$ cat config.mk
export PLATFORM = sky130hd
export DESIGN_NAME = lvdt_pressure_frame_conditioner
export DESIGN_NICKNAME = d
export VERILOG_FILES = /design/src/sv/lpfc_pkg.sv /design/src/sv/lvdt_pressure_frame_conditioner.sv /design/src/sv/lpfc_regs.sv /design/src/sv/lpfc_div.sv /design/src/sv/lpfc_dp.sv /design/src/sv/lpfc_ctrl.sv
export SDC_FILE = /design/constraint.sdc
export NUM_CORES = 2
export LEC_CHECK = 0
export BUFFER_PORTS_ARGS = -buffer_cell sky130_fd_sc_hd__buf_2
export CAP_MARGIN = 10
export CORE_UTILIZATION = 40
export DETAILED_ROUTE_END_ITERATION = 8
export SYNTH_ARGS = -nofsm -noshare
export SYNTH_HDL_FRONTEND = slang
export SYNTH_SLANG_ARGS = --single-unit
$ cat constraint.sdc
create_clock -name clk -period 23.9 [get_ports clk]
set_clock_uncertainty 0.05 [all_clocks]
set_input_delay 7.17 -clock clk [delete_from_list [all_inputs] [get_ports clk]]
set_output_delay 7.17 -clock clk [all_outputs]
set_load 0.005 [all_outputs]
$ cat src/sv/lpfc_pkg.sv
// Shared types and constants for the LVDT and pressure frame conditioner.
package lpfc_pkg;

  localparam int GAIN_W    = 24;
  localparam int OFFSET_W  = 16;
  localparam int POS_W     = 20;
  localparam int DISP_W    = 21;
  localparam int RATE_W    = 32;
  localparam int PRESS_W   = 16;
  localparam int ELAPSED_W = 32;
  localparam int MUL_A_W   = 21;
  localparam int PROD_W    = MUL_A_W + GAIN_W;
  localparam int Q_SHIFT   = 16;
  localparam int MAG_W     = 41;
  localparam int DIV_CNT_W = 6;

  localparam logic [GAIN_W-1:0]   RATE_SCALE     = 24'd1000000;
  localparam logic [GAIN_W-1:0]   LVDT_GAIN_RST  = 24'd65536;
  localparam logic [GAIN_W-1:0]   PRESS_GAIN_RST = 24'd332766;
  localparam logic [OFFSET_W-1:0] PRESS_OFFS_RST = 16'd161;

  typedef struct packed {
    logic       accum;
    logic       div_start;
    logic       rate_path;
    logic       avg_store;
    logic       mul_go;
    logic       scale_store;
    logic       disp_calc;
    logic       rate_store;
    logic       finish;
    logic [1:0] idx;
  } lpfc_cmd_t;

  typedef struct packed {
    logic last_item;
    logic calibrated;
    logic elapsed_zero;
    logic div_done;
  } lpfc_status_t;

endpackage

$ cat src/sv/lvdt_pressure_frame_conditioner.sv
// Top level of the LVDT and pressure frame conditioner.
//
// Input channel (in_valid/in_ready): one beat per scan position carrying two
// displacement samples, two pressure samples and elapsed_us. After SAMPLES
// beats the block averages each channel, scales with the Q16 gains and
// emits one result beat on the output channel (out_valid/out_ready).
// The first frame after reset captures the zero biases (bias_captured set).
// A non-final beat is only accumulated and the block stays ready. The final
// beat of a frame occupies the block for four averages by reciprocal
// multiply, four Q16 scalings, then two rate quotients one bit per cycle
// through the single shared serial divider. A bias frame or a frame with
// zero elapsed time skips the rates. in_ready is low while a frame is
// computed. The result sits in an output register; a stalled receiver only
// holds the block once the next frame is finished. Configuration writes go
// through the APB port; the user must write them only while idle, since the
// block itself does not enforce it. Reset restores register defaults, clears
// sums, counter, biases and the output valid.
module lvdt_pressure_frame_conditioner #(
  parameter int SAMPLES     = 5,
  parameter int SAMPLE_BITS = 12
) (
  input  logic                                 clk,
  input  logic                                 rst,
  input  logic                                 psel,
  input  logic                                 penable,
  input  logic                                 pwrite,
  input  logic [3:0]                           paddr,
  input  logic [31:0]                          pwdata,
  output logic [31:0]                          prdata,
  output logic                                 pready,
  input  logic                                 in_valid,
  output logic                                 in_ready,
  input  logic [SAMPLE_BITS-1:0]               disp1_raw,
  input  logic [SAMPLE_BITS-1:0]               disp2_raw,
  input  logic [SAMPLE_BITS-1:0]               press1_raw,
  input  logic [SAMPLE_BITS-1:0]               press2_raw,
  input  logic [lpfc_pkg::ELAPSED_W-1:0]       elapsed_us,
  output logic                                 out_valid,
  input  logic                                 out_ready,
  output logic signed [lpfc_pkg::DISP_W-1:0]   disp1,
  output logic signed [lpfc_pkg::DISP_W-1:0]   disp2,
  output logic signed [lpfc_pkg::RATE_W-1:0]   rate1,
  output logic signed [lpfc_pkg::RATE_W-1:0]   rate2,
  output logic [lpfc_pkg::PRESS_W-1:0]         pressure1,
  output logic [lpfc_pkg::PRESS_W-1:0]         pressure2,
  output logic                                 bias_captured,
  output logic                                 rate_invalid
);
  import lpfc_pkg::*;

  logic [GAIN_W-1:0]   lvdt1_gain;
  logic [GAIN_W-1:0]   lvdt2_gain;
  logic [GAIN_W-1:0]   pressure_gain;
  logic [OFFSET_W-1:0] pressure_offset;
  lpfc_cmd_t           cmd;
  lpfc_status_t        status;

  lpfc_regs u_regs (
    .clk             (clk),
    .rst             (rst),
    .psel            (psel),
    .penable         (penable),
    .pwrite          (pwrite),
    .paddr           (paddr),
    .pwdata          (pwdata),
    .prdata          (prdata),
    .pready          (pready),
    .lvdt1_gain      (lvdt1_gain),
    .lvdt2_gain      (lvdt2_gain),
    .pressure_gain   (pressure_gain),
    .pressure_offset (pressure_offset)
  );

  lpfc_ctrl u_ctrl (
    .clk       (clk),
    .rst       (rst),
    .in_valid  (in_valid),
    .in_ready  (in_ready),
    .out_valid (out_valid),
    .out_ready (out_ready),
    .status    (status),
    .cmd       (cmd)
  );

  lpfc_dp #(
    .SAMPLES     (SAMPLES),
    .SAMPLE_BITS (SAMPLE_BITS)
  ) u_dp (
    .clk             (clk),
    .rst             (rst),
    .cmd             (cmd),
    .status          (status),
    .disp1_raw       (disp1_raw),
    .disp2_raw       (disp2_raw),
    .press1_raw      (press1_raw),
    .press2_raw      (press2_raw),
    .elapsed_us      (elapsed_us),
    .lvdt1_gain      (lvdt1_gain),
    .lvdt2_gain      (lvdt2_gain),
    .pressure_gain   (pressure_gain),
    .pressure_offset (pressure_offset),
    .disp1           (disp1),
    .disp2           (disp2),
    .rate1           (rate1),
    .rate2           (rate2),
    .pressure1       (pressure1),
    .pressure2       (pressure2),
    .bias_captured   (bias_captured),
    .rate_invalid    (rate_invalid)
  );

endmodule

$ cat src/sv/lpfc_regs.sv
// APB configuration registers: gains and pressure offset.
module lpfc_regs (
  input  logic                           clk,
  input  logic                           rst,
  input  logic                           psel,
  input  logic                           penable,
  input  logic                           pwrite,
  input  logic [3:0]                     paddr,
  input  logic [31:0]                    pwdata,
  output logic [31:0]                    prdata,
  output logic                           pready,
  output logic [lpfc_pkg::GAIN_W-1:0]    lvdt1_gain,
  output logic [lpfc_pkg::GAIN_W-1:0]    lvdt2_gain,
  output logic [lpfc_pkg::GAIN_W-1:0]    pressure_gain,
  output logic [lpfc_pkg::OFFSET_W-1:0]  pressure_offset
);
  import lpfc_pkg::*;

  typedef enum logic [1:0] {
    REG_LVDT1_GAIN,
    REG_LVDT2_GAIN,
    REG_PRESS_GAIN,
    REG_PRESS_OFFSET
  } reg_idx_t;

  reg_idx_t sel_reg;
  logic     wr_en;

  assign sel_reg = reg_idx_t'(paddr[3:2]);
  assign wr_en   = psel && penable && pwrite;
  assign pready  = 1'b1;

  always_ff @(posedge clk) begin
    if (rst) begin
      lvdt1_gain      <= LVDT_GAIN_RST;
      lvdt2_gain      <= LVDT_GAIN_RST;
      pressure_gain   <= PRESS_GAIN_RST;
      pressure_offset <= PRESS_OFFS_RST;
    end else if (wr_en) begin
      unique case (sel_reg)
        REG_LVDT1_GAIN:   lvdt1_gain      <= pwdata[GAIN_W-1:0];
        REG_LVDT2_GAIN:   lvdt2_gain      <= pwdata[GAIN_W-1:0];
        REG_PRESS_GAIN:   pressure_gain   <= pwdata[GAIN_W-1:0];
        REG_PRESS_OFFSET: pressure_offset <= pwdata[OFFSET_W-1:0];
        default: ;
      endcase
    end
  end

  always_comb begin
    unique case (sel_reg)
      REG_LVDT1_GAIN:   prdata = 32'(lvdt1_gain);
      REG_LVDT2_GAIN:   prdata = 32'(lvdt2_gain);
      REG_PRESS_GAIN:   prdata = 32'(pressure_gain);
      REG_PRESS_OFFSET: prdata = 32'(pressure_offset);
      default:          prdata = '0;
    endcase
  end

endmodule

$ cat src/sv/lpfc_div.sv
// Restoring serial divider, one quotient bit per cycle, left-aligned dividend.
module lpfc_div (
  input  logic                             clk,
  input  logic                             rst,
  input  logic                             start,
  input  logic [lpfc_pkg::MAG_W-1:0]       dividend,
  input  logic [lpfc_pkg::ELAPSED_W-1:0]   divisor,
  input  logic [lpfc_pkg::DIV_CNT_W-1:0]   iters,
  output logic [lpfc_pkg::MAG_W-1:0]       quotient,
  output logic                             done
);
  import lpfc_pkg::*;

  logic                   busy;
  logic [DIV_CNT_W-1:0]   cnt;
  logic [ELAPSED_W-1:0]   rem;
  logic [ELAPSED_W-1:0]   dsor;
  logic [ELAPSED_W:0]     trial;
  logic                   ge;
  logic [ELAPSED_W:0]     rem_next;

  always_comb begin
    trial    = {rem, quotient[MAG_W-1]};
    ge       = trial >= {1'b0, dsor};
    rem_next = ge ? trial - {1'b0, dsor} : trial;
  end

  always_ff @(posedge clk) begin
    if (rst) begin
      busy <= 1'b0;
      done <= 1'b0;
      cnt  <= '0;
    end else begin
      done <= 1'b0;
      if (start) begin
        busy <= 1'b1;
        cnt  <= iters;
      end else if (busy) begin
        cnt <= cnt - 1'b1;
        if (cnt == DIV_CNT_W'(1)) begin
          busy <= 1'b0;
          done <= 1'b1;
        end
      end
    end
  end

  always_ff @(posedge clk) begin
    if (start) begin
      rem      <= '0;
      dsor     <= divisor;
      quotient <= dividend;
    end else if (busy) begin
      rem      <= rem_next[ELAPSED_W-1:0];
      quotient <= {quotient[MAG_W-2:0], ge};
    end
  end

endmodule

$ cat src/sv/lpfc_dp.sv
// Datapath: sums, averages, Q16 scaling, bias, rate and result registers.
module lpfc_dp #(
  parameter int SAMPLES     = 5,
  parameter int SAMPLE_BITS = 12
) (
  input  logic                                 clk,
  input  logic                                 rst,
  input  lpfc_pkg::lpfc_cmd_t                  cmd,
  output lpfc_pkg::lpfc_status_t               status,
  input  logic [SAMPLE_BITS-1:0]               disp1_raw,
  input  logic [SAMPLE_BITS-1:0]               disp2_raw,
  input  logic [SAMPLE_BITS-1:0]               press1_raw,
  input  logic [SAMPLE_BITS-1:0]               press2_raw,
  input  logic [lpfc_pkg::ELAPSED_W-1:0]       elapsed_us,
  input  logic [lpfc_pkg::GAIN_W-1:0]          lvdt1_gain,
  input  logic [lpfc_pkg::GAIN_W-1:0]          lvdt2_gain,
  input  logic [lpfc_pkg::GAIN_W-1:0]          pressure_gain,
  input  logic [lpfc_pkg::OFFSET_W-1:0]        pressure_offset,
  output logic signed [lpfc_pkg::DISP_W-1:0]   disp1,
  output logic signed [lpfc_pkg::DISP_W-1:0]   disp2,
  output logic signed [lpfc_pkg::RATE_W-1:0]   rate1,
  output logic signed [lpfc_pkg::RATE_W-1:0]   rate2,
  output logic [lpfc_pkg::PRESS_W-1:0]         pressure1,
  output logic [lpfc_pkg::PRESS_W-1:0]         pressure2,
  output logic                                 bias_captured,
  output logic                                 rate_invalid
);
  import lpfc_pkg::*;

  localparam int SUM_W      = SAMPLE_BITS + $clog2(SAMPLES);
  localparam int CNT_W      = (SAMPLES > 1) ? $clog2(SAMPLES) : 1;
  localparam int SC_W       = PROD_W - Q_SHIFT;
  localparam int AVG_SHIFT  = SUM_W + 3;
  localparam int RECIP_W    = AVG_SHIFT + 1;
  localparam int AVG_PROD_W = SUM_W + RECIP_W;
  localparam longint unsigned AVG_RECIP_FULL =
    ((64'd1 << AVG_SHIFT) + 64'(SAMPLES) - 64'd1) / 64'(SAMPLES);
  localparam logic [RECIP_W-1:0] AVG_RECIP = RECIP_W'(AVG_RECIP_FULL);

  logic [SUM_W-1:0]        sums [4];
  logic [SAMPLE_BITS-1:0]  raw  [4];
  logic [CNT_W-1:0]        count;
  logic                    calibrated;
  logic [ELAPSED_W-1:0]    elapsed;
  logic [SAMPLE_BITS-1:0]  avg  [4];
  logic [POS_W-1:0]        pos  [2];
  logic [POS_W-1:0]        bias [2];
  logic [PRESS_W-1:0]      press [2];
  logic [DISP_W-1:0]       disp [2];
  logic [DISP_W-1:0]       last [2];
  logic [MUL_A_W-1:0]      dmag [2];
  logic                    dneg [2];
  logic [RATE_W-1:0]       rate [2];
  logic [PROD_W-1:0]       prod;

  logic [MUL_A_W-1:0]      mul_a;
  logic [GAIN_W-1:0]       mul_b;
  logic [GAIN_W-1:0]       gain_sel;
  logic [MAG_W-1:0]        div_dividend;
  logic [ELAPSED_W-1:0]    div_divisor;
  logic [DIV_CNT_W-1:0]    div_iters;
  logic [MAG_W-1:0]        quo;
  logic                    div_done;
  logic [AVG_PROD_W-1:0]   avg_prod;
  logic [SC_W-1:0]         scaled;
  logic [SC_W:0]           press_sum;
  logic [POS_W-1:0]        pos_sat;
  logic [PRESS_W-1:0]      press_sat;
  logic [RATE_W-1:0]       rate_sat;
  logic                    quo_big;
  logic [DISP_W-1:0]       disp_new [2];
  logic [DISP_W:0]         diff [2];
  logic [DISP_W:0]         diff_abs [2];

  assign raw[0] = disp1_raw;
  assign raw[1] = disp2_raw;
  assign raw[2] = press1_raw;
  assign raw[3] = press2_raw;

  assign status.last_item    = (count == CNT_W'(SAMPLES - 1));
  assign status.calibrated   = calibrated;
  assign status.elapsed_zero = (elapsed == '0);
  assign status.div_done     = div_done;

  always_comb begin
    unique case (cmd.idx)
      2'd0:    gain_sel = lvdt1_gain;
      2'd1:    gain_sel = lvdt2_gain;
      default: gain_sel = pressure_gain;
    endcase
    mul_a = cmd.rate_path ? dmag[cmd.idx[0]] : MUL_A_W'(avg[cmd.idx]);
    mul_b = cmd.rate_path ? RATE_SCALE : gain_sel;

    div_dividend = prod[MAG_W-1:0];
    div_divisor  = elapsed;
    div_iters    = DIV_CNT_W'(MAG_W);

    avg_prod = AVG_PROD_W'(sums[cmd.idx]) * AVG_PROD_W'(AVG_RECIP);

    scaled    = prod[PROD_W-1:Q_SHIFT];
    pos_sat   = (|scaled[SC_W-1:POS_W]) ? {POS_W{1'b1}} : scaled[POS_W-1:0];
    press_sum = {1'b0, scaled} + (SC_W + 1)'(pressure_offset);
    press_sat = (|press_sum[SC_W:PRESS_W]) ? {PRESS_W{1'b1}} : press_sum[PRESS_W-1:0];

    quo_big = |quo[MAG_W-1:RATE_W-1];
    if (dneg[cmd.idx[0]]) begin
      rate_sat = quo_big ? {1'b1, {(RATE_W-1){1'b0}}} : -quo[RATE_W-1:0];
    end else begin
      rate_sat = quo_big ? {1'b0, {(RATE_W-1){1'b1}}} : quo[RATE_W-1:0];
    end

    for (int j = 0; j < 2; j++) begin
      disp_new[j] = calibrated ? ({1'b0, pos[j]} - {1'b0, bias[j]}) : '0;
      diff[j]     = {disp_new[j][DISP_W-1], disp_new[j]} - {last[j][DISP_W-1], last[j]};
      diff_abs[j] = diff[j][DISP_W] ? -diff[j] : diff[j];
    end
  end

  lpfc_div u_div (
    .clk      (clk),
    .rst      (rst),
    .start    (cmd.div_start),
    .dividend (div_dividend),
    .divisor  (div_divisor),
    .iters    (div_iters),
    .quotient (quo),
    .done     (div_done)
  );

  always_ff @(posedge clk) begin
    if (rst) begin
      for (int i = 0; i < 4; i++) sums[i] <= '0;
      for (int j = 0; j < 2; j++) begin
        bias[j] <= '0;
        last[j] <= '0;
      end
      count      <= '0;
      calibrated <= 1'b0;
    end else begin
      if (cmd.accum) begin
        for (int i = 0; i < 4; i++) sums[i] <= sums[i] + SUM_W'(raw[i]);
        count <= status.last_item ? '0 : count + 1'b1;
      end
      if (cmd.avg_store) begin
        sums[cmd.idx] <= '0;
      end
      if (cmd.finish) begin
        if (!calibrated) begin
          for (int j = 0; j < 2; j++) begin
            bias[j] <= pos[j];
            last[j] <= '0;
          end
          calibrated <= 1'b1;
        end else begin
          for (int j = 0; j < 2; j++) last[j] <= disp[j];
        end
      end
    end
  end

  always_ff @(posedge clk) begin
    if (cmd.accum) begin
      elapsed <= elapsed_us;
    end
    if (cmd.avg_store) begin
      avg[cmd.idx] <= avg_prod[AVG_SHIFT +: SAMPLE_BITS];
    end
    if (cmd.mul_go) begin
      prod <= PROD_W'(mul_a) * PROD_W'(mul_b);
    end
    if (cmd.scale_store) begin
      if (cmd.idx[1]) begin
        press[cmd.idx[0]] <= press_sat;
      end else begin
        pos[cmd.idx[0]] <= pos_sat;
      end
    end
    if (cmd.disp_calc) begin
      for (int j = 0; j < 2; j++) begin
        disp[j] <= disp_new[j];
        dneg[j] <= diff[j][DISP_W];
        dmag[j] <= diff_abs[j][MUL_A_W-1:0];
        rate[j] <= '0;
      end
    end
    if (cmd.rate_store) begin
      rate[cmd.idx[0]] <= rate_sat;
    end
    if (cmd.finish) begin
      disp1         <= disp[0];
      disp2         <= disp[1];
      rate1         <= rate[0];
      rate2         <= rate[1];
      pressure1     <= press[0];
      pressure2     <= press[1];
      bias_captured <= !calibrated;
      rate_invalid  <= calibrated && status.elapsed_zero;
    end
  end

endmodule

$ cat src/sv/lpfc_ctrl.sv
// Controller: sequences accumulation, averaging, scaling and rate per frame.
module lpfc_ctrl (
  input  logic                     clk,
  input  logic                     rst,
  input  logic                     in_valid,
  output logic                     in_ready,
  output logic                     out_valid,
  input  logic                     out_ready,
  input  lpfc_pkg::lpfc_status_t   status,
  output lpfc_pkg::lpfc_cmd_t      cmd
);
  import lpfc_pkg::*;

  typedef enum logic [3:0] {
    S_IDLE,
    S_AVG_LOAD,
    S_SCALE_MUL,
    S_SCALE_STORE,
    S_DISP,
    S_RATE_MUL,
    S_RATE_LOAD,
    S_RATE_WAIT,
    S_DONE
  } state_t;

  state_t     state;
  state_t     state_next;
  logic [1:0] ch;
  logic [1:0] ch_next;

  assign in_ready = (state == S_IDLE);

  always_comb begin
    cmd        = '0;
    cmd.idx    = ch;
    state_next = state;
    ch_next    = ch;
    unique case (state)
      S_IDLE: begin
        if (in_valid) begin
          cmd.accum = 1'b1;
          if (status.last_item) begin
            state_next = S_AVG_LOAD;
            ch_next    = 2'd0;
          end
        end
      end
      S_AVG_LOAD: begin
        cmd.avg_store = 1'b1;
        ch_next       = ch + 2'd1;
        state_next    = (ch == 2'd3) ? S_SCALE_MUL : S_AVG_LOAD;
      end
      S_SCALE_MUL: begin
        cmd.mul_go = 1'b1;
        state_next = S_SCALE_STORE;
      end
      S_SCALE_STORE: begin
        cmd.scale_store = 1'b1;
        ch_next         = ch + 2'd1;
        state_next      = (ch == 2'd3) ? S_DISP : S_SCALE_MUL;
      end
      S_DISP: begin
        cmd.disp_calc = 1'b1;
        ch_next       = 2'd0;
        if (!status.calibrated || status.elapsed_zero) begin
          state_next = S_DONE;
        end else begin
          state_next = S_RATE_MUL;
        end
      end
      S_RATE_MUL: begin
        cmd.rate_path = 1'b1;
        cmd.mul_go    = 1'b1;
        state_next    = S_RATE_LOAD;
      end
      S_RATE_LOAD: begin
        cmd.rate_path = 1'b1;
        cmd.div_start = 1'b1;
        state_next    = S_RATE_WAIT;
      end
      S_RATE_WAIT: begin
        cmd.rate_path = 1'b1;
        if (status.div_done) begin
          cmd.rate_store = 1'b1;
          ch_next        = ch + 2'd1;
          state_next     = (ch == 2'd1) ? S_DONE : S_RATE_MUL;
        end
      end
      S_DONE: begin
        if (!out_valid || out_ready) begin
          cmd.finish = 1'b1;
          state_next = S_IDLE;
        end
      end
      default: state_next = S_IDLE;
    endcase
  end

  always_ff @(posedge clk) begin
    if (rst) begin
      state     <= S_IDLE;
      ch        <= 2'd0;
      out_valid <= 1'b0;
    end else begin
      state <= state_next;
      ch    <= ch_next;
      if (cmd.finish) begin
        out_valid <= 1'b1;
      end else if (out_ready) begin
        out_valid <= 1'b0;
      end
    end
  end

endmodule

==> results by group <==
Status
  – Status: completed

Critical path
  – Critical path arrival: 9220 ps
  – R2R Setup Slk: 14120 ps
  – Top delay family on crit path: simple AND/OR/NAND/NOR gates
  – Crit path launch: paddr[3]
  – Slowest-stage cell, CP: nor2b_1
  – Worst path required time: 16680 ps
  – Cell mode on critical path: buf_2
  – Critical-path cell list: buf_2, buf_4, nor2b_1, nand2_1, o21ai_0, buf_2
  – Critical path capture point type: output pin
  – Crit-path max FO: 30
  – Cell count along the critical path: 6
  – Buf+Inv Stages, Crit Path: 3
  – R2R Path Start: u_ctrl.ch[0]
  – Worst reg-to-reg path cell count: 30
  – Worst r2r dst: u_dp.prod[37]
  – Startpoint types: input pin
  – Critical setup path kind: in2out
  – Crit-path max cell delay: 890 ps

Pwr
  – Power per cell area: 77.51 mW/mm^2
  – Peak VDD IR: 0.07849 mV
  – Leak pwr: 29.43 nW

Timing
  – Slew HR: 0.1276
  – RSZ-0062 raised after global routing: false
  – TNS Setup: 0 ps
  – Min Hold Slack: 342.8 ps
  – Worst slew pin tran: 1309 ps
  – Final setup viols: 0
  – Max Freq: 0.06084 GHz
  – Final hold vios: 0
  – Final period util: 0.6877
  – Fin crit period: 16440 ps
  – Slew Viols, Final: 0

Floorplanning
  – Core Region: 0.1478 sq mm
  – # rows: 141
  – Die Y: 387.9 um
  – I/O Pins: 298
  – Initial Util: 0.4030
  – Die area: 0.1505 sq mm
  – Die Wd: 387.9 um

CTS
  – Worst-path clk slew: 60 ps
  – Clock sinks: 843
  – Hold_buf cts: 0
  – CTS tree: built
  – Worst-Skew Late Latency: 740 ps
  – Num CTS Buffers: 92
  – CTS H-tree depth: 3
  – Gates resized, CTS repair: 0
  – Max Root-Sink Buffers: 3
  – Post-CTS setup buffers: 0
  – Clock root buffer: clkbuf_16

GRT
  – Total global routing overflow: 0
  – Vias in the first global route: 41886
  – First-pass GRT wire length: 240.4 mm
  – Initial antenna violation count: 11
  – GRT Overall Usage: 0.2054
  – Pin count of the biggest net entering global routing: 92

Worst hold path
  – Tightest Hold Check Type: reg2reg
  – Depth of the worst hold-timing path: 0
  – Hold endpoint: rate1[28]
  – Hold path start: u_dp.rate[0][28]

Routing
  – Initial DRC Count: 3326
  – DRC viols: 0
  – ANT nets after route: 0
  – DRT Wirelength: 154.2 mm
  – Via count: 41862
  – Via-per-instance ratio: 5.161
  – First-pass DRT Iterations: 6
  – WL/cell: 19.01 um

Layout
  – Final nets: 7156
  – Area Overhead vs Synth: 12.50%
  – Util after Layout: 0.4534
  – Layout cells sized above 1: 0.09964

Yosys
  – Synthesized area per cell: 10.45 sq um
  – Synth async-reset ratio: 0
  – Area of the mapped netlist: 0.05958 sq mm
  – Main synth FF type: edfxtp_1
  – Total number of yosys warnings: 0
  – Post-Syn Instances: 5702
  – Flops & latches, synth: 843
  – Synth area leader: edfxtp_1
  – Yosys top cell area share: 0.3236
  – Post-synth cell types: 90
  – Seq/Total Area, Yosys: 0.3911
  – Number of synthesized flops with an enable pin: 642
  – Ranking of synthesized cells by area: edfxtp_1, fa_1, ha_1

Placement
  – Gpl congestion: 0.9424
  – IO Port Bufs: 278
  – Dpl hpwl: 119.9 mm

Job
  – # Max-Cap Violations: 0
==> cells in the final DEF (no fill, tap or decap), types with 162 or more instances in the layout <==
cell / instances
a21oi_1: 332
buf_2: 277
conb_1: 162
dfxtp_1: 199
edfxtp_1: 642
fa_1: 484
ha_1: 452
inv_1: 750
nand2_1: 699
nor2_1: 434
xnor2_1: 173
==> state kept, by name (all words and copies together) (netlist names), 40 cells and up, named ones only <==
register,cells
u_dp.dmag,42
u_dp.prod,45
u_dp.pos,40
u_dp.sums,60
u_dp.avg,48
u_dp.last,42
u_dp.bias,40
u_dp.disp,42
u_dp.u_div.quotient,41
u_dp.rate,64
==> cells in the mapped netlist, drive strengths merged, types with 5 or more instances <==
library cell / instances
clkbuf: 158
xor2: 73
and4: 5
o21bai: 33
and2: 140
o41ai: 11
nand2b: 44
o31ai: 22
nand3b: 21
a2111oi: 10
fa: 484
nand4: 27
a211o: 14
xnor2: 173
dfxtp: 201
a221oi: 11
and3: 37
a21oi: 334
mux2i: 44
o21a: 41
o22ai: 6
inv: 753
nand3: 68
a31oi: 24
a211oi: 25
nor3: 87
nor2b: 50
edfxtp: 642
a21o: 102
a22oi: 9
or2: 35
o31a: 9
a22o: 18
buf: 32
nor4: 25
or3: 23
mux4: 43
mux2: 12
nor2: 437
o21ai: 181
nand2: 700
ha: 452
o211ai: 18
==> worst reg2reg max path, delay by kind of cell (launching register included) <==
kind | cells | cell delay, ps
simple gates | 5 | 1680
fa+ha+maj | 9 | 3320
buf+inv | 7 | 1080
xor+xnor | 1 | 370
compound gates | 8 | 2480
flops | 1 | 540
==> area by class of cell <==
type	instances	area, sq um
Antenna cell	9	22.52
Clock buffer	108	2372
Clock inverter	61	883.3
Fill cell	13923	80810
Inverter	756	2844
Multi-Input combinational cell	4073	33390
Sequential cell	843	23310
Tap cell	1930	2415
Timing Repair Buffer	331	1792
==> power by group <==
part	internal (W)	leakage (nW)	switching, W	total (W)
sequential	0.00169	7.54	0.0000243	0.00171
combinational	0.000826	20.3	0.00113	0.00195
clock	0.000897	1.56	0.000632	0.00153
total	0.00341	29.4	0.00178	0.00520
==> stage by stage <==
step                setup slack (ps)  cell area (sq um)  power (W)  cells
floorplan                       8009              60180   0.003191   5862
CTS                             7451              67010   0.005235   8102
global route                    7343              67020   0.005576   8109
detailed placement              7452              63750   0.003689   7933
global placement                7505              63750   0.003652   7933
finish                          7464              67030   0.005195   8111
==> how the worst max path moves through the flow <==
| stage | endpoint | slack [ps] |
|---|---|---|
| after floorplan | prdata[10] | 8010 |
| final | prdata[17] | 7460 |
| after global placement | prdata[17] | 7510 |
| after global routing | prdata[17] | 7340 |
| after CTS | prdata[17] | 7450 |
| after detailed placement | prdata[17] | 7450 |
==> metal layers <==
| layer | up-vias | GRT usage | wire, um |
|---|---|---|---|
| met5 | - | 0 | 13 |
| met4 | 2 | 0.05807 | 3877 |
| met3 | 186 | 0.03449 | 9994 |
| met2 | 1166 | 0.3273 | 69830 |
| met1 | 20652 | 0.2877 | 70490 |
| li1 | 19856 | - | - |
==> kinds of logic after synthesis <==
family          Yosys count  share of synthesized area
compound gates          916                    0.09767
xor+xnor                246                    0.03616
fa+ha+maj               936                     0.2575
buf+inv                 946                    0.06025
flops                   843                     0.3911
mux                      99                    0.02591
other cells               2                  0.0001260
simple gates           1714                     0.1312
Power figures use the tool's default switching activity.
